==> config.mk <==
export PLATFORM = sky130hd
export DESIGN_NAME = tlik_isqrt
export DESIGN_NICKNAME = d
export VERILOG_FILES = /design/src/tlik_pkg.sv /design/src/tlik_isqrt.sv
export SDC_FILE = /design/constraint.sdc
export NUM_CORES = 1
export LEC_CHECK = 0
export ABC_AREA = 1
export BUFFER_PORTS_ARGS = -buffer_cell sky130_fd_sc_hd__clkbuf_2
export CAP_MARGIN = 20
export CORE_ASPECT_RATIO = 0.75
export CORE_MARGIN = 3
export CORE_UTILIZATION = 49
export DETAILED_ROUTE_END_ITERATION = 8
export PLACE_DENSITY_LB_ADDON = 0.12
export SYNTH_ARGS = -nofsm -noshare
export SYNTH_HDL_FRONTEND = slang
export SYNTH_SLANG_ARGS = --single-unit
export TNS_END_PERCENT = 50
==> constraint.sdc <==
create_clock -name clk_i -period 1.8 [get_ports clk_i]
set_input_delay 0.36 -clock clk_i [delete_from_list [all_inputs] [get_ports clk_i]]
set_output_delay 0.36 -clock clk_i [all_outputs]
set_load 0.005 [all_outputs]
==> src/tlik_pkg.sv <==
// Shared types and constants for the two-link leg inverse kinematics block.
// No dependencies; imported by every module of the block.
package tlik_pkg;

  localparam int IN_W      = 16;
  localparam int LEN_W     = 15;
  localparam int OUT_W     = 17;
  localparam int RAD_W     = 32;
  localparam int ROOT_W    = 16;
  localparam int ISQ_STEPS = 16;
  localparam int CIN_W     = 36;
  localparam int CW        = 38;
  localparam int ZW        = 35;
  localparam int ANG_W     = 36;
  localparam int TAB_LEN   = 24;
  localparam int TAB_W     = 30;
  localparam int K_W       = 28;
  localparam int PROD_W    = 64;
  localparam int ADDR_W    = 4;
  localparam int DATA_W    = 32;
  localparam int SQ_W      = 30;

  localparam logic [1:0] REG_UPPER  = 2'd0;
  localparam logic [1:0] REG_LOWER  = 2'd1;
  localparam logic [1:0] REG_MIRROR = 2'd2;

  localparam logic signed [ZW-1:0]  PI_Q30 = 35'sd3373259426;
  localparam logic signed [K_W-1:0] K_Q24  = 28'sd96126367;

  localparam logic [TAB_W-1:0] ATAN_TAB [TAB_LEN] = '{
    30'h3243F6A8, 30'h1DAC6705, 30'h0FADBAFC, 30'h07F56EA6, 30'h03FEAB76, 30'h01FFD55B,
    30'h00FFFAAA, 30'h007FFF55, 30'h003FFFEA, 30'h001FFFFD, 30'h000FFFFF, 30'h0007FFFF,
    30'h0003FFFF, 30'h0001FFFF, 30'h0000FFFF, 30'h00007FFF, 30'h00003FFF, 30'h00001FFF,
    30'h00000FFF, 30'h000007FF, 30'h000003FF, 30'h000001FF, 30'h000000FF, 30'h0000007F
  };

  typedef struct packed {
    logic                   unr;
    logic                   mir;
    logic [SQ_W-1:0]        l1sq;
    logic signed [IN_W-1:0] x;
    logic signed [IN_W-1:0] y;
  } side_t;

  typedef struct packed {
    logic unr;
    logic mir;
  } flag_t;

endpackage

==> src/tlik_isqrt.sv <==
// Pipelined floor square root, one result bit per register stage.
// Depends on tlik_pkg.
module tlik_isqrt (
  input  logic                        clk_i,
  input  logic                        rst_ni,
  input  logic                        en_i,
  input  logic                        vld_i,
  input  logic [tlik_pkg::RAD_W-1:0]  rad_i,
  output logic                        vld_o,
  output logic [tlik_pkg::ROOT_W-1:0] root_o
);
  import tlik_pkg::*;

  logic [RAD_W-1:0] rem_q [ISQ_STEPS+1];
  logic [RAD_W-1:0] res_q [ISQ_STEPS+1];
  logic             vld_q [ISQ_STEPS+1];

  assign rem_q[0] = rad_i;
  assign res_q[0] = '0;
  assign vld_q[0] = vld_i;

  for (genvar i = 0; i < ISQ_STEPS; i++) begin : g_stage
    localparam logic [RAD_W-1:0] BIT = RAD_W'(1) << (2 * (ISQ_STEPS - 1 - i));
    logic [RAD_W:0]   trial;
    logic             ge;
    logic [RAD_W-1:0] rem_d;
    logic [RAD_W-1:0] res_d;

    assign trial = {1'b0, res_q[i]} + {1'b0, BIT};
    assign ge    = {1'b0, rem_q[i]} >= trial;
    assign rem_d = ge ? rem_q[i] - trial[RAD_W-1:0] : rem_q[i];
    assign res_d = ge ? (res_q[i] >> 1) + BIT : res_q[i] >> 1;

    always_ff @(posedge clk_i or negedge rst_ni) begin
      if (!rst_ni) begin
        vld_q[i+1] <= 1'b0;
      end else if (en_i) begin
        vld_q[i+1] <= vld_q[i];
      end
    end

    always_ff @(posedge clk_i) begin
      if (en_i) begin
        rem_q[i+1] <= rem_d;
        res_q[i+1] <= res_d;
      end
    end
  end

  assign vld_o  = vld_q[ISQ_STEPS];
  assign root_o = res_q[ISQ_STEPS][ROOT_W-1:0];

endmodule

Word-level counts from Yosys, hierarchy flattened
Index checks and enable logic that the tools add are counted.
{ "word_totals": {"reg_bits": 992, "in_bits": 36, "out_inout_bits": 17, "elab_cells": 153} }
{ "op_classes": {"addsub": 45, "n_lt_le_gt_ge": 16, "n_mux": 31} }
{ "op_table": {"columns": ["cell", "n"], "rows": [
  ["$ge 32x33->1", 15],
  ["$mux 32", 15],
  ["$mux 31", 15],
  ["$sub 32x32->32", 14],
  ["$add 32x1->33 const B", 1],
  ["$add 32x11->33 const B", 1],
  ["$add 32x13->33 const B", 1],
  ["$add 32x15->33 const B", 1],
  ["$add 32x17->33 const B", 1],
  ["$add 32x19->33 const B", 1],
  ["$add 32x21->33 const B", 1],
  ["$add 32x23->33 const B", 1],
  ["$add 32x25->33 const B", 1],
  ["$add 32x27->33 const B", 1],
  ["$add 32x29->33 const B", 1],
  ["$add 32x3->33 const B", 1],
  ["$add 32x5->33 const B", 1],
  ["$add 32x7->33 const B", 1],
  ["$add 32x9->33 const B", 1],
  ["$add 31x11->32 const B", 1],
  ["$add 31x13->32 const B", 1],
  ["$add 31x15->32 const B", 1],
  ["$add 31x17->32 const B", 1],
  ["$add 31x19->32 const B", 1],
  ["13 further kinds", 13]
]} }

Logic depth before layout (Yosys ltp)
{ "depth": {"word_depth": 3, "mapped_depth": 16, "ltp_nobuf": 15} }

Worst setup path after synthesis
No wires, ideal clock.
{ "synth_path": {"kind": "register to register", "from": "register rem_q[176] in the netlist's numbering", "to": "register rem_q[143] in the netlist's numbering, data pin", "setup_time_ns": 0.252, "arrival_ns": 1.739, "required_time_ns": 1.548, "slack_ns": -0.192, "stages_incl_launch_ff": 12, "path_cell_list": "edfxtp_1 -> ha_1 -> a21oi_1 -> inv_1 -> a21oi_1 -> nand3_2 -> nand2_1 -> nand3_2 -> buf_6 -> buf_6 -> nand2_1 -> nand2_1"} }
{ "synth_via": {"elab_chain_cells": 2} }
{ "synth_lines": {"columns": ["element", "line", "source"], "rows": [
  ["start, declared", "tlik_isqrt.sv:14", "logic [RAD_W-1:0] rem_q [ISQ_STEPS+1];"],
  ["start signal, assigned by index", "tlik_isqrt.sv:44", "rem_q[i+1] <= rem_d;"],
  ["$ge 32x33->1", "tlik_isqrt.sv:30", "assign ge = {1'b0, rem_q[i]} >= trial;"],
  ["net g_stage[11].ge", "tlik_isqrt.sv:25", "logic ge;"],
  ["$mux 32", "tlik_isqrt.sv:31", "assign rem_d = ge ? rem_q[i] - trial[RAD_W-1:0] : rem_q[i];"],
  ["net g_stage[11].rem_d[15]", "tlik_isqrt.sv:26", "logic [RAD_W-1:0] rem_d;"]
]} }
The timed path passes the listed nets, and every way through them passes these cells.
A chain may end at the register's enable or synchronous reset.

Worst setup path in the final report
{ "layout_path": {"from": "register rem_q[103] in the netlist's numbering", "to": "register rem_q[75] in the netlist's numbering, data pin"} }
{ "layout_via": {"elab_chain_cells": 2} }
{ "layout_lines": {"columns": ["element", "line"], "rows": [
  ["$sub 32x32->32 / $ge 32x33->1 (equally long branches)", "tlik_isqrt.sv:31, tlik_isqrt.sv:30"],
  ["$mux 32 *", "tlik_isqrt.sv:31"],
  ["net g_stage[13].rem_d[11]", "tlik_isqrt.sv:26"]
]} }
Mark *: on every way through the listed nets, which the timed path passes. The rest lies on a longest branch.

==> summary.log <==
[final_layout] Filler Cell Count 4884
[critical_path] Worst EP required 2170 ps
[die] die boundary height 236 um
[drt] DRT Wirelength 111000 um
[pwr] part of the power in registers 38.6%
[placed_design] count of port buffers added during placement 52
[critical_path] worst path arrival time 2670 ps
[clock_tree] H-tree levels 3
[pwr] internal power consumption 34700 uW
[synth] share of synthesized registers carrying an async set or reset 2.53%
[global_routing] number of antenna violations at the first check in global routing 1
[clock_tree] root buffer cell clkbuf_16
[final_layout] layout cell share with drive strength beyond 1 40.5%
[timing] highest achievable clock rate 434 MHz
[critical_path] Setup crit start rem_q[103]
[clock_tree] CTS buffer count 66
[clock_tree] buffer depth of the longest clock path 3
[critical_path] worst setup path category reg2reg
[timing] worst slew margin relative to its limit 62.2%
[clock_tree] clock latency on the worst-skew pair 640 ps
[drt] Avg Vias per Cell 5.17
[synth] most common flop cell mapped by yosys edfxtp_1
[final_layout] final net count 5212
[pwr] switching part of the total power 33.0%
[synth] flip-flop and latch count after synthesis 632
[global_routing] via count of the first global-routing pass 28800
[critical_path] kind of start point of the critical path register
[pwr] relative contribution of the clock network to total power 26.4%
[timing] minimum clock period after layout 2300 ps
[die] Placement Rows 83
[synth] number of synthesized flops with an enable pin 616
[synth] distinct cell type count after synthesis 55
[hold_path] worst min-delay path class in2reg
[drt] post-detailed-route count of antenna-violating nets 0
[synth] dominant cell type by area after synthesis edfxtp_1
[timing] final clock period utilization by the worst path 128%
[pwr] Switch Pwr 17100 uW
[final_layout] final design utilization 73.9%
[final_layout] area growth from synthesis to layout 47.8%
[pwr] power density over the cells 1010 nW/um^2
[critical_path] maximum fanout along the worst path 8
[synth] mean area per synthesized cell 8.95 um^2
[die] starting density of the core 50.0%
[timing] clock skew 26.2 ps
[hold_path] Hold Path Origin rad_i[31]
[drt] average wire per standard cell 18.4 um
[timing] number of pins with negative max-slew slack in the final report 0
[placed_design] HPWL Detailed 80400 um
[drt] Vias 31000
[final_layout] Ant. Diodes 0
[die] die footprint 73800 um^2
[timing] final number of hold-violating endpoints 0
[global_routing] overflow left after global routing 0
[die] floorplan core area 69200 um^2
[timing] unrepaired setup endpoints after global routing yes
[synth] most area-consuming cells after synthesis edfxtp_1, nand2_1, inv_1, ha_1, nor2_1
[status] outcome finished with violations
[status] violations in the final reports setup timing
[final_layout] most common library cell in the layout ignoring fill and taps buf_4
[drt] number of design rule violations left after detail routing 0
[synth] number of standard cells after synthesis 3861
[synth] netlist area before placement 34600 um^2
[global_routing] wire length of the first global-routing pass 164000 um
[pwr] worst ir drop on vdd 0.656 mV
[clock_tree] CTS Sinks 632
[synth] post-synthesis sequential area ratio 54.7%
[timing] Setup Viol. Count Final 243
[die] floorplan die width 313 um
[flow_run] maximum capacitance violations 0
[global_routing] maximum number of pins on one net before global-route repair 80
[critical_path] type of destination of the critical path register
[synth] nets in the synthesized netlist 4047
[clock_tree] post-CTS clock slew at the launch and capture registers of the worst setup and hold paths 60 ps
[timing] transition at the pin with the smallest max-transition slack 564 ps
[placed_design] Placer Congestion 0.955
[drt] Pre-Repair DR Iteration Count 6
[die] Boundary Pins 53
[pwr] combinational group share of total power 35.0%
[synth] top-area cell type share of the netlist area 53.5%
[final_layout] highest-count cells in the layout ignoring fill and taps buf_4, nand2_1, edfxtp_1
[global_routing] GRT Total Usage 28.7%
[pwr] Pleak 0.0232 uW
[timing] Total Negative Setup Slacks -66850 ps
[drt] drt first-iter violations 3333
[timing] Final Worst Setup Slack -504 ps
[critical_path] launching point of the worst reg2reg path rem_q[103]
[synth] warnings from Yosys 0
[clock_tree] TritonCTS clock tree built
## Yosys cell counts, types with 3 or more instances
cell type / count
nor2_1: 375
nand3_2: 3
clkbuf_1: 3
nand4_1: 65
nand2_2: 16
xor2_1: 72
a21oi_1: 136
nand3b_1: 26
ha_1: 150
nand2_1: 1182
dfrtp_1: 16
buf_2: 3
o21ai_2: 12
o21bai_1: 4
nor3_1: 59
nand3_1: 228
nor2_4: 5
inv_2: 10
a21oi_2: 24
o21ai_1: 18
inv_1: 608
buf_4: 8
nor3b_1: 7
o21ai_0: 84
nand2_4: 3
a21o_1: 6
buf_6: 12
xnor2_1: 36
nor2_2: 16
or2_2: 4
and3_1: 3
nor4_1: 19
edfxtp_1: 616
o21a_1: 3
## metrics by stage
stage               std cells  instance area [um^2]  hold WS (ps)  total power (uW)  setup WS, ps
floorplan                3861                 35800          64.4             27100         -81.1
global route             6007                 51100          60.0             54300          -524
detailed placement       5652                 43600           315             34500          -533
finish                   6007                 51100          50.0             51800          -504
global placement         5652                 43600           306             34400          -605
CTS                      5920                 48800          30.0             50000          -413
## cell type report
type	instances	area [um^2]	area share (%)
clock inverters	34	374	0.732
inverters	621	2380	4.67
repair inverters	4	55.1	0.108
well taps	935	1170	2.29
flip-flops and latches	632	18900	37.0
clock buffers	80	1760	3.44
repair buffers	1119	9200	18.0
multi-input cells	2582	17300	33.8
## cells by family after synthesis
kind of cell	synth area share, %
AO/OA/AOI/OAI	4.96
buffers and inverters	7.49
adder cells (fa/ha/maj)	5.43
AND/OR/NAND/NOR	24.7
flip-flops	54.7
XOR/XNOR	2.74
## layer usage
layer | global-route usage (%) | up-vias | routed length (um)
met5 | 0 | - | 0
met4 | 6.37 | 0 | 2550
met3 | 7.95 | 170 | 12200
met2 | 38.3 | 1315 | 44000
met1 | 45.6 | 14500 | 52100
li1 | - | 15000 | -
## worst max-delay path: stages, from the launching register on
cell and delay [ps]:
edfxtp_1 480, ha_4 320, buf_6 90, nand4_1 210, nor2_1 170, nand3_1 130, o21ai_4 230, nor2_4 90
buf_12 160, nand2_1 70, nand2_2 80
## sequential cells by signal, summed over array words and instances, names as in the netlist
register,cells
res_q,120
vld_o,1
root_o,16
vld_q,15
rem_q,480
## repair_timing
action / CTS / global route
gates cloned: 14 / 4
endpoints found under the hold margin: 47 / 0
pin swaps: 167 / 200
hold buffers: 32 / 0
buffers inserted: 117 / 91
setup endpoints to repair: 244 / 251
gates resized for setup: 457 / 474
## worst paths after layout
path / to / cells after the start / slack (ps)
min in group asynchronous: vld_q[1] / 2 / 210
max reg2reg: rem_q[75] / 10 / -500
min reg2reg: rem_q[452] / 0 / 440
min: rem_q[511] / 3 / 50
max in group asynchronous: vld_q[7] / 2 / 1280
max: rem_q[75] / 10 / -500
## power by group through the flow
stage               sequential, uW  combinational, uW  clock [uW]
floorplan                    19600               7580           0
global placement             20100              14300           0
detailed placement           20200              14400           0
CTS                          19900              16200       13900
global route                 20100              19700       14500
finish                       20000              18100       13700
Note: power is estimated with default switching activity, not from simulation.
