**src/tlik_pkg.sv**
```systemverilog
// Shared types and constants for the two-link leg inverse kinematics block.
// No dependencies; imported by every module of the block.
package tlik_pkg;

  localparam int IN_W      = 16;
  localparam int LEN_W     = 15;
  localparam int OUT_W     = 17;
  localparam int RAD_W     = 32;
  localparam int ROOT_W    = 16;
  localparam int ISQ_STEPS = 16;
  localparam int CIN_W     = 36;
  localparam int CW        = 38;
  localparam int ZW        = 35;
  localparam int ANG_W     = 36;
  localparam int TAB_LEN   = 24;
  localparam int TAB_W     = 30;
  localparam int K_W       = 28;
  localparam int PROD_W    = 64;
  localparam int ADDR_W    = 4;
  localparam int DATA_W    = 32;
  localparam int SQ_W      = 30;

  localparam logic [1:0] REG_UPPER  = 2'd0;
  localparam logic [1:0] REG_LOWER  = 2'd1;
  localparam logic [1:0] REG_MIRROR = 2'd2;

  localparam logic signed [ZW-1:0]  PI_Q30 = 35'sd3373259426;
  localparam logic signed [K_W-1:0] K_Q24  = 28'sd96126367;

  localparam logic [TAB_W-1:0] ATAN_TAB [TAB_LEN] = '{
    30'h3243F6A8, 30'h1DAC6705, 30'h0FADBAFC, 30'h07F56EA6, 30'h03FEAB76, 30'h01FFD55B,
    30'h00FFFAAA, 30'h007FFF55, 30'h003FFFEA, 30'h001FFFFD, 30'h000FFFFF, 30'h0007FFFF,
    30'h0003FFFF, 30'h0001FFFF, 30'h0000FFFF, 30'h00007FFF, 30'h00003FFF, 30'h00001FFF,
    30'h00000FFF, 30'h000007FF, 30'h000003FF, 30'h000001FF, 30'h000000FF, 30'h0000007F
  };

  typedef struct packed {
    logic                   unr;
    logic                   mir;
    logic [SQ_W-1:0]        l1sq;
    logic signed [IN_W-1:0] x;
    logic signed [IN_W-1:0] y;
  } side_t;

  typedef struct packed {
    logic unr;
    logic mir;
  } flag_t;

endpackage

```
**src/tlik_out_buf.sv**
```systemverilog
// Two-entry result buffer that decouples the pipeline from output stalls.
// Depends on tlik_pkg.
module tlik_out_buf (
  input  logic                             clk_i,
  input  logic                             rst_ni,
  input  logic                             push_i,
  input  logic signed [tlik_pkg::OUT_W-1:0] hip_i,
  input  logic signed [tlik_pkg::OUT_W-1:0] knee_i,
  input  logic                             unr_i,
  output logic                             full_o,
  output logic                             valid_o,
  input  logic                             stall_i,
  output logic signed [tlik_pkg::OUT_W-1:0] hip_o,
  output logic signed [tlik_pkg::OUT_W-1:0] knee_o,
  output logic                             unr_o
);
  import tlik_pkg::*;

  logic signed [OUT_W-1:0] hip_q  [2];
  logic signed [OUT_W-1:0] knee_q [2];
  logic                    unr_q  [2];
  logic       wr_q, wr_d;
  logic       rd_q, rd_d;
  logic [1:0] cnt_q, cnt_d;
  logic       pop;

  assign pop     = valid_o && !stall_i;
  assign valid_o = cnt_q != 2'd0;
  assign full_o  = cnt_q == 2'd2;
  assign wr_d    = push_i ? !wr_q : wr_q;
  assign rd_d    = pop ? !rd_q : rd_q;
  assign cnt_d   = cnt_q + {1'b0, push_i} - {1'b0, pop};

  always_ff @(posedge clk_i or negedge rst_ni) begin
    if (!rst_ni) begin
      wr_q  <= 1'b0;
      rd_q  <= 1'b0;
      cnt_q <= 2'd0;
    end else begin
      wr_q  <= wr_d;
      rd_q  <= rd_d;
      cnt_q <= cnt_d;
    end
  end

  always_ff @(posedge clk_i) begin
    if (push_i) begin
      hip_q[wr_q]  <= hip_i;
      knee_q[wr_q] <= knee_i;
      unr_q[wr_q]  <= unr_i;
    end
  end

  assign hip_o  = hip_q[rd_q];
  assign knee_o = knee_q[rd_q];
  assign unr_o  = unr_q[rd_q];

endmodule

```
**config.mk**
```make
export PLATFORM = sky130hd
export DESIGN_NAME = tlik_out_buf
export DESIGN_NICKNAME = d
export VERILOG_FILES = /design/src/tlik_pkg.sv /design/src/tlik_out_buf.sv
export SDC_FILE = /design/constraint.sdc
export NUM_CORES = 1
export LEC_CHECK = 0
export ABC_AREA = 1
export BUFFER_PORTS_ARGS = -buffer_cell sky130_fd_sc_hd__buf_2
export CORE_UTILIZATION = 45
export DETAILED_ROUTE_END_ITERATION = 10
export GPL_ROUTABILITY_DRIVEN = 0
export PLACE_DENSITY = 0.7
export SLEW_MARGIN = 0
export SYNTH_ARGS = -nofsm -noshare
export SYNTH_HDL_FRONTEND = slang
export SYNTH_SLANG_ARGS = --single-unit
```
**constraint.sdc**
```tcl
create_clock -name clk_i -period 4.52 [get_ports clk_i]
set_clock_uncertainty 0.05 [all_clocks]
set_input_delay 0.226 -clock clk_i [delete_from_list [all_inputs] [get_ports clk_i]]
set_output_delay 0.226 -clock clk_i [all_outputs]
set_load 0.01 [all_outputs]
```
# After elaboration in Yosys (flattened, before gate mapping)
# Memories as Yosys holds them, arrays and structs flattened.
# Index checks and enable logic that the tools add are counted.
[totals] output_inout_bits=37 inputBits=39 ram_bits=70 memories=3 wordCells=16 regBits=4
[mem_list] memory="hip_q" depth=2 word_bits=17 read_ports=1 rd_clocked_by_memory_dff=0 wr=1 line="tlik_out_buf.sv:19" source="logic signed [OUT_W-1:0] hip_q [2];"
[mem_list] memory="knee_q" depth=2 word_bits=17 read_ports=1 rd_clocked_by_memory_dff=0 wr=1 line="tlik_out_buf.sv:20" source="logic signed [OUT_W-1:0] knee_q [2];"
[mem_list] memory="unr_q" depth=2 word_bits=1 read_ports=1 rd_clocked_by_memory_dff=0 wr=1 line="tlik_out_buf.sv:21" source="logic unr_q [2];"
[classes] addsub=2 eq_ne=1 n_mux=2 n_reduce_logical=5
[ops] operator="zero test 1 bit" n=3
[ops] operator="adder 2 x 1 -> 2 bit" n=1
[ops] operator="== test 2 bit (second input constant)" n=1
[ops] operator="2-to-1 mux 1 bit" n=2
[ops] operator="nonzero test 2 bit" n=1
[ops] operator="subtractor 2 x 1 -> 2 bit" n=1
[ops] operator="logical AND 1 bit" n=1

# Logic depth before layout (Yosys ltp)
# Gate-level depths: netlist (run 1).
[logic_depth] ltp_word=3 ltp_mapped=10 depth_no_buf=10

# Worst setup path before layout (run 1)
# No wires, ideal clock.
[synth_path] path_type="register to register" from="reg wr_q" to="mem hip_q[0][0] (enable)" setup_ns=0.428 n_path_buf=0 arrival_time_ns=1.889 period_less_slack_ns=2.367 setup_slack_ns=2.153 stages_incl_launch_ff=2 required_time_ns=4.042 path_cell_list="dfrtp_1 nor2_1"
[synth_rtl] item="from (decl)" line="tlik_out_buf.sv:22" source="logic wr_q, wr_d;"
[synth_rtl] item="from (signal assigned)" line="tlik_out_buf.sv:40" source="wr_q <= wr_d;"
[synth_rtl] item="to (decl)" line="tlik_out_buf.sv:19"
# No word-level cell before the write port.

# Worst setup path in the final report (run 1)
[layout_path] from="reg rd_q" to="out hip_o[16] (netlist bit)"
[layout_between] elab_chain_len=1
[layout_lines] item="from (decl)" line="tlik_out_buf.sv:23" source="logic rd_q, rd_d;"
[layout_lines] item="from (signal assigned)" line="tlik_out_buf.sv:41" source="rd_q <= rd_d;"
[layout_lines] item="memory (2 x 17 bit)"
[layout_lines] item="to (decl)" line="tlik_out_buf.sv:13" source="output logic signed [tlik_pkg::OUT_W-1:0] hip_o,"
# Every way passes these cells.

==> qor.tcl, run 1 <==
set qor(run_status) {complete, no violations}
set qor(numCtsBuffers) 9
set qor(antenna_cells_inserted) 0
set qor(gr-usage-all-layers_pct) 15.14
set qor(ioPinCount) 76
set qor(grt_pass1_wl_mm) 7.017
set qor(power.total_mw) 2.096
set qor(dr.pass1.iters) 4
set qor(numPortBuffers) 75
set qor(drive_above_1_share_pct) 33.33
set qor(floorplan.initialDensity_pct) 47.33
set qor(clk-insertion-delay-late_ps) 330
set qor(timing.final.crit_share_pct) 47.32
set qor(drt_wl_total_mm) 4.620
set qor(design.final.nets) 336
set qor(antenna_found_initial) 0
set qor(timing.critical_path.from_type) {register}
set qor(timing.critical_path.arrival_ps) 1860
set qor(crit_fanout) 36
set qor(slew_headroom_pct) 33.68
set qor(cpPeakStageDelay_ps) 700
set qor(power.static_leakage_nw) 1.530
set qor(die_y_um) 81.38
set qor(floorplan_row_count) 28
set qor(ir_drop_mv) 0.2891
set qor(drt.antenna.violating_nets) 0
set qor(syn-instance-count) 213
set qor(ys.warnings.count) 0
set qor(total_number_of_h_tree_levels) 3
set qor(finalWorstPathRequiredPeriod_ps) 2139
set qor(post_route_drc) 0
set qor(proportion_of_synthesized_chip_area_in_sequential_cells_pct) 77.67
set qor(placedInstanceArea_mm2) 0.003247
set qor(cts-root-to-sink-buffers) 2
set qor(timing.hold.ws_ps) 26.73
set qor(dpl.hpwl_mm) 3.048
set qor(drt-wirelength-per-cell_um) 12.32
set qor(final-hold-violation-count) 0
set qor(design.core.area_mm2) 0.005991
set qor(max_cap_viol_count) 0
set qor(required_ps) 4240
set qor(via_count_of_the_first_global_routing_pass) 1642
set qor(tritoncts_num_sinks) 74
set qor(syn_avg_cell_area_um2) 13.31
set qor(synthDistinctLibCells) 13
set qor(finish.utilization_pct) 57.33
set qor(timing.setup.critical_path_class) {reg2out}
set qor(grt_max_degree) 37
set qor(finalInstanceArea_mm2) 0.003435
set qor(drt_iter0_drc) 54
set qor(path_clk_slew_ps) 70
set qor(worst_path_most_repeated_cell) {nand2_1}
set qor(tns_ps) 0
set qor(clock_tree.root_cell) {clkbuf_8}
set qor(cpMaxStageDelayCell) {dfrtp_1}
set qor(area_growth_syn_to_layout_pct) 21.14
set qor(mappedNetlistNets) 254
set qor(cts_post_setup_buffers_inserted) 0
set qor(final_max_slew_viol_count) 0
set qor(cts_tree) {done}
set qor(ys_ff_latch) 74
set qor(tightest_slew_ps) 992.4
set qor(hp-class) {in2reg}
set qor(detail_route.vias_per_cell) 4.539
set qor(power.density_mw_per_mm2) 610.3
set qor(finalSetupViolations) 0
set qor(path_cells) {buf_4 > inv_8 > nand2_1 > nand2_1 > buf_2}
set qor(globalRoute.totalOverflow) 0
set qor(unrepaired_setup_endpoints_after_global_routing) {no}
set qor(setup.worst_path.end_class) {output pin}
set qor(synth_area_mm2) 0.002835
set qor(detailroute.via_count) 1702
set qor(die-width_um) 81.38
set qor(fmax_mhz) 467.6
set qor(die_area_mm2) 0.006622
[metrics by stage]
stage	std cells	worst slack, ps
after floorplan	213	2153
after global placement	358	2749
after detailed placement	358	2715
after CTS	375	2349
after global routing	375	2237
final	375	2381
[cells in the final DEF (no fill, tap or decap), drive strengths merged]
master,instances
nand2,115
buf,77
edfxtp,70
clkbuf,12
inv,10
dfrtp,4
clkinv,3
nand3,2
ha,2
nor2,2
xor2,1
bufinv,1
dlygate4sd3,1
[final cells by class]
class | count | area (µm²)
Timing Repair Buffer | 78 | 400.4
Tap cell | 75 | 93.84
Sequential cell | 74 | 2202
Inverter | 10 | 45.04
Fill cell | 491 | 2556
Multi-Input combinational cell | 122 | 515.5
Clock buffer | 12 | 135.1
Clock inverter | 4 | 42.54
[synthesized netlist by cell type (all sizes together)]
cell    number  area [µm²]
buf          7       80.07
edfxtp      70        2102
nand3        2       10.01
nor2         2       7.510
dfrtp        4       100.1
inv         10       45.04
nand2      115       456.7
xor2         1       8.760
ha           2       25.02
[routing by layer]
layer / global-route usage [%] / routed length (µm) / up-vias
met3: 4.382 / 300 / 9
met1: 16.92 / 1980 / 761
li1: - / - / 866
met2: 25.50 / 2252 / 66
met4: 9.107 / 87 / 0
met5: 0 / 0 / -
[critical path: cells and delay by family, from the launching register on]
kind	cells	cell delay (ps)
buf+inv	3	650
flops	1	700
simple gates	2	170
[flip-flops by register name, indices dropped and copies added (netlist names)]
register / count
hip_q: 34
rd_q: 1
unr_q: 2
knee_q: 34
cnt_q: 2
wr_q: 1
[where the power goes]
group          total [mW]  leakage [nW]  switching [mW]  internal, mW
Combinational       0.659         0.736           0.428         0.231
Clock               0.463        0.0894           0.212         0.251
Sequential          0.975         0.704          0.0604         0.914
[final timing paths]
check                                      start  slack (ps)  cells after the start                     end
worst max-delay path            rd_q$_DFFE_PN0P_        2380                      5               hip_o[16]
worst min-delay path                   hip_i[14]          30                      1  hip_q[0][14]$_DFFE_PP_
worst max register to register  wr_q$_DFFE_PN0P_        2780                      3  knee_q[1][4]$_DFFE_PP_
worst min register to register  wr_q$_DFFE_PN0P_         520                      1        wr_q$_DFFE_PN0P_
max in group asynchronous                 rst_ni        4130                      2      cnt_q[1]$_DFF_PN0_
min in group asynchronous                 rst_ni         170                      2        wr_q$_DFFE_PN0P_
[logic make-up after synthesis]
logic type	count (synthesis)	synth area share, %
fa+ha+maj	2	0.8825
simple gates	119	16.73
flops	74	77.67
buf+inv	17	4.413
xor+xnor	1	0.3090
[what timing repair did]
item | 4_1_cts | 5_1_grt
hold endpoints to repair | 4 | 0
endpoints found under the setup margin | 0 | 0
resized for setup | 0 | 0
hold buffers | 1 | 0
Note: power is estimated with default switching activity, not from simulation.
==> run 2, diff against run 1 <==
--- a/config.mk
+++ b/config.mk
@@ -5,7 +5,7 @@
 export SDC_FILE = /design/constraint.sdc
 export NUM_CORES = 1
 export LEC_CHECK = 0
-export ABC_AREA = 1
+export ABC_AREA = 0
 export BUFFER_PORTS_ARGS = -buffer_cell sky130_fd_sc_hd__buf_2
 export CORE_UTILIZATION = 45
 export DETAILED_ROUTE_END_ITERATION = 10
==> constraint.sdc (replaced) <==
create_clock -name clk_i -period 2.2 [get_ports clk_i]
set_clock_uncertainty 0.05 [all_clocks]
set_input_delay 0.11 -clock clk_i [delete_from_list [all_inputs] [get_ports clk_i]]
set_output_delay 0.11 -clock clk_i [all_outputs]
set_load 0.01 [all_outputs]
==> run 2 against run 1 <==
- global-route usage down 0.26 points
- sequential share of layout area is 7.1 points lower
- cell area increased by 12%
- non-clock buffer count increased by 38
- clock power is 88% higher
- total power up 110%
- first-iteration DRC count shrank 7.4%
- count of clock-buffer cells in the layout up 3
- synthesized cell count decreased by 40%
- wire length decreased by 2.1%
- critical endpoint is now knee_o[0]
- largest power group unchanged
==> qor.tcl, run 2 <==
set qor(grt_max_degree) 36 ;# -2.7%
set qor(syn_avg_cell_area_um2) 22.68 ;# +70%
set qor(design.final.nets) 291 ;# -13%
set qor(timing.critical_path.from_type) {register}
set qor(most_frequent_cell_after_synthesis) {edfxtp_1}
set qor(antenna_found_initial) 0 ;# unchanged
set qor(critical_path.reg2reg.endpoint) {cnt_q[1]$_DFF_PN0_}
set qor(globalRoute.totalOverflow) 0 ;# unchanged
set qor(die_y_um) 82.01 ;# +0.77%
set qor(final-hold-violation-count) 0 ;# unchanged
set qor(dr.pass1.iters) 4 ;# unchanged
set qor(timing.critical_path.arrival_ps) 1540 ;# -320 ps
set qor(drt_wl_total_mm) 4.525 ;# -2.1%
set qor(p_seq_share_pct) 45.2 ;# -1.3 points
set qor(area_growth_syn_to_layout_pct) 34.10
set qor(setup.worst_path.end_class) {output pin}
set qor(yosys.area.top_type_share_pct) 72.98 ;# -1.2 points
set qor(drt-wirelength-per-cell_um) 13.71 ;# +11%
set qor(cts_post_setup_buffers_inserted) 0 ;# unchanged
set qor(finalSetupViolations) 0 ;# unchanged
set qor(clock_tree.root_cell) {clkbuf_8}
set qor(synth_area_leaders) {edfxtp_1, mux2_4, dfrtp_1}
set qor(crit_fanout) 19 ;# -47%
set qor(post_route_drc) 0 ;# unchanged
set qor(ir_drop_mv) 0.8708 ;# +200%
set qor(floorplan_row_count) 28 ;# unchanged
set qor(fmax_mhz) 587.0
set qor(drt.antenna.violating_nets) 0 ;# unchanged
set qor(floorplan.initialDensity_pct) 47.52 ;# +0.20 points
set qor(ioPinCount) 76 ;# unchanged
set qor(power.density_mw_per_mm2) 1126 ;# +85%
set qor(required_ps) 2040 ;# -2200 ps
set qor(syn-instance-count) 127 ;# -40%
set qor(ffs_w_async_s_r_synth_pct) 5.405 ;# unchanged
set qor(cp_bufs_invs) 2 ;# -1
set qor(synth_largest_area_cell) {edfxtp_1}
set qor(numCtsBuffers) 9 ;# unchanged
set qor(number_of_non_filler_instances_in_the_completed_layout) 330 ;# -12%
set qor(design.core.area_mm2) 0.006061 ;# +1.2%
set qor(cpPeakStageDelay_ps) 380 ;# -320 ps
set qor(synth_area_mm2) 0.002880 ;# +1.6%
set qor(layout.cells.most_common) {buf_2}
set qor(path_clk_slew_ps) 70 ;# about the same
set qor(worstReg2RegStart) {cnt_q[1]$_DFF_PN0_}
set qor(dp.cells) 277 ;# -23%
set qor(combinationalPowerShare_pct) 34.8 ;# +3.4 points
set qor(tightest_slew_ps) 464.2 ;# -528.1 ps
set qor(netlist_top_cells_count) {edfxtp_1, mux2_4, mux2_2, dfrtp_1}
set qor(edff_count_synth) 70 ;# unchanged
set qor(tns_ps) 0 ;# unchanged
set qor(via_count_of_the_first_global_routing_pass) 1508 ;# -8.2%
set qor(die-width_um) 82.01 ;# +0.77%
set qor(ys_ff_latch) 74 ;# unchanged
set qor(clock_power_share_pct) 20.0 ;# -2.1 points
set qor(max_cap_viol_count) 0 ;# unchanged
set qor(critical-path-top-delay-family) {buffers and inverters}
set qor(antenna_cells_inserted) 0 ;# unchanged
set qor(hp-class) {in2async}
set qor(total_number_of_h_tree_levels) 3 ;# unchanged
set qor(cpMaxStageDelayCell) {mux2_2}
set qor(timing.final.crit_share_pct) 77.43
set qor(clk-insertion-delay-late_ps) 330 ;# about the same
set qor(gr-usage-all-layers_pct) 14.88 ;# -0.26 points
set qor(power.static_leakage_nw) 1.580 ;# +3.3%
set qor(run_status) {complete, no violations}
set qor(slew_headroom_pct) 69.05 ;# +35 points
set qor(detail_route.vias_per_cell) 4.582 ;# +0.95%
set qor(cell_internal_pwr_mw) 3.125 ;# +120%
set qor(final_max_slew_viol_count) 0 ;# unchanged
set qor(cts-root-to-sink-buffers) 2 ;# unchanged
set qor(mappedNetlistNets) 168 ;# -34%
set qor(unrepaired_setup_endpoints_after_global_routing) {no}
set qor(reg2reg_slack_ps) 590 ;# -2190 ps
set qor(top_regs) {hip_q x34, knee_q x34}
set qor(grt_pass1_wl_mm) 6.962 ;# -0.78%
set qor(cts.repair.resized) 0 ;# unchanged
set qor(layout_common_cells) {buf_2, edfxtp_1, dlygate4sd3_1}
set qor(timing.setup.critical_path_class) {reg2out}
set qor(detailroute.via_count) 1512 ;# -11%
set qor(numPortBuffers) 75 ;# unchanged
set qor(switchingPower_mw) 1.225 ;# +75%
set qor(drt_iter0_drc) 50 ;# -7.4%
set qor(proportion_of_synthesized_chip_area_in_sequential_cells_pct) 76.46 ;# -1.2 points
set qor(tritoncts_num_sinks) 74 ;# unchanged
set qor(synthDistinctLibCells) 14 ;# +1
set qor(drive_above_1_share_pct) 50.59 ;# +17 points
set qor(cts_tree) {done}
set qor(r2r_cells) 7 ;# +4
set qor(path_cells) {buf_4 > mux2_2 > buf_2}
set qor(ys.warnings.count) 0 ;# unchanged
set qor(ys.flop_type) {edfxtp_1}
set qor(finalWorstPathRequiredPeriod_ps) 1704
set qor(die_area_mm2) 0.006725 ;# +1.6%
set qor(switching_share_pct) 28.16 ;# -5.2 points
run 2: power groups by stage:
| stage | clock network (mW) | logic [mW] | registers [mW] |
|---|---|---|---|
| 2_1_floorplan | 0 | 1.13 | 1.98 |
| 5_1_grt | 0.944 | 1.66 | 1.99 |
| 4_1_cts | 0.897 | 1.54 | 1.97 |
| 6_report | 0.872 | 1.51 | 1.97 |
| 3_3_place_gp | 0 | 1.48 | 1.98 |
| 3_5_place_dp | 0 | 1.49 | 2.00 |
run 2: per-stage QoR:
step	setup slack, ps	util (%)	area [µm²]	hold WS (ps)	total power, mW
after floorplan	408.6	-	2883	-235.6	3.111
after global placement	639.2	54.95	3331	-130.0	3.463
after global routing	416.3	63.73	3862	62.73	4.592
final	496.5	63.73	3862	55.03	4.350
after detailed placement	587.4	54.95	3331	-128.4	3.488
after CTS	470.6	63.73	3862	44.47	4.407
run 2: how the worst max path moves through the flow:
| stage | cells after the start | slack, ps | to | from |
|---|---|---|---|---|
| floorplan | 1 | 410 | hip_q[0][0]$_DFFE_PP_ | wr_q$_DFFE_PN0P_ |
| global placement | 7 | 640 | cnt_q[1]$_DFF_PN0_ | cnt_q[1]$_DFF_PN0_ |
| detailed placement | 7 | 590 | cnt_q[1]$_DFF_PN0_ | cnt_q[1]$_DFF_PN0_ |
| CTS | 3 | 470 | knee_o[0] | rd_q$_DFFE_PN0P_ |
| global route | 7 | 420 | cnt_q[1]$_DFF_PN0_ | cnt_q[1]$_DFF_PN0_ |
| finish | 3 | 500 | knee_o[0] | rd_q$_DFFE_PN0P_ |
run 2: worst register-to-register path, cell delays in order (launching register included):
cell and delay (ps):
dfrtp_1 410, o21bai_1 230, inv_1 70, ha_1 270
inv_1 40, ha_1 170, xnor2_1 160, xnor2_1 130
run 2: layout make-up:
type	count	area [µm²]
fill	453	2198
clock inverter	1	5.005
timing repair buffer	116	788.3
sequential	74	2203
clock buffer	15	156.4
inverter	3	11.26
multi-input combinational	46	604.3
tap	75	93.84
run 2: logic make-up after synthesis:
| logic type | after synthesis | synth area share [%] |
|---|---|---|
| adders and majority gates | 2 | 0.8687 |
| muxes | 35 | 17.46 |
| and+or+nand+nor | 4 | 0.8690 |
| buffers and inverters | 7 | 2.867 |
| AOI/OAI and AO/OA | 1 | 0.2607 |
| xor gates and xnor gates | 4 | 1.217 |
| DFF | 74 | 76.46 |
run 2: routing by layer:
metal / vias up / track usage [%] / part of all wire (%)
met2: 39 / 25.04 / 54
met3: 7 / 3.333 / 3.7
met1: 730 / 17.54 / 41
met4: 0 / 8.421 / 1.6
li1: 736 / - / -
met5: - / 0 / 0
run 2: timing repair:
action | 4_1_cts | 5_1_grt
setup endpoints to repair | 0 | 0
hold buffers | 37 | 0
endpoints found under the hold margin | 76 | 0
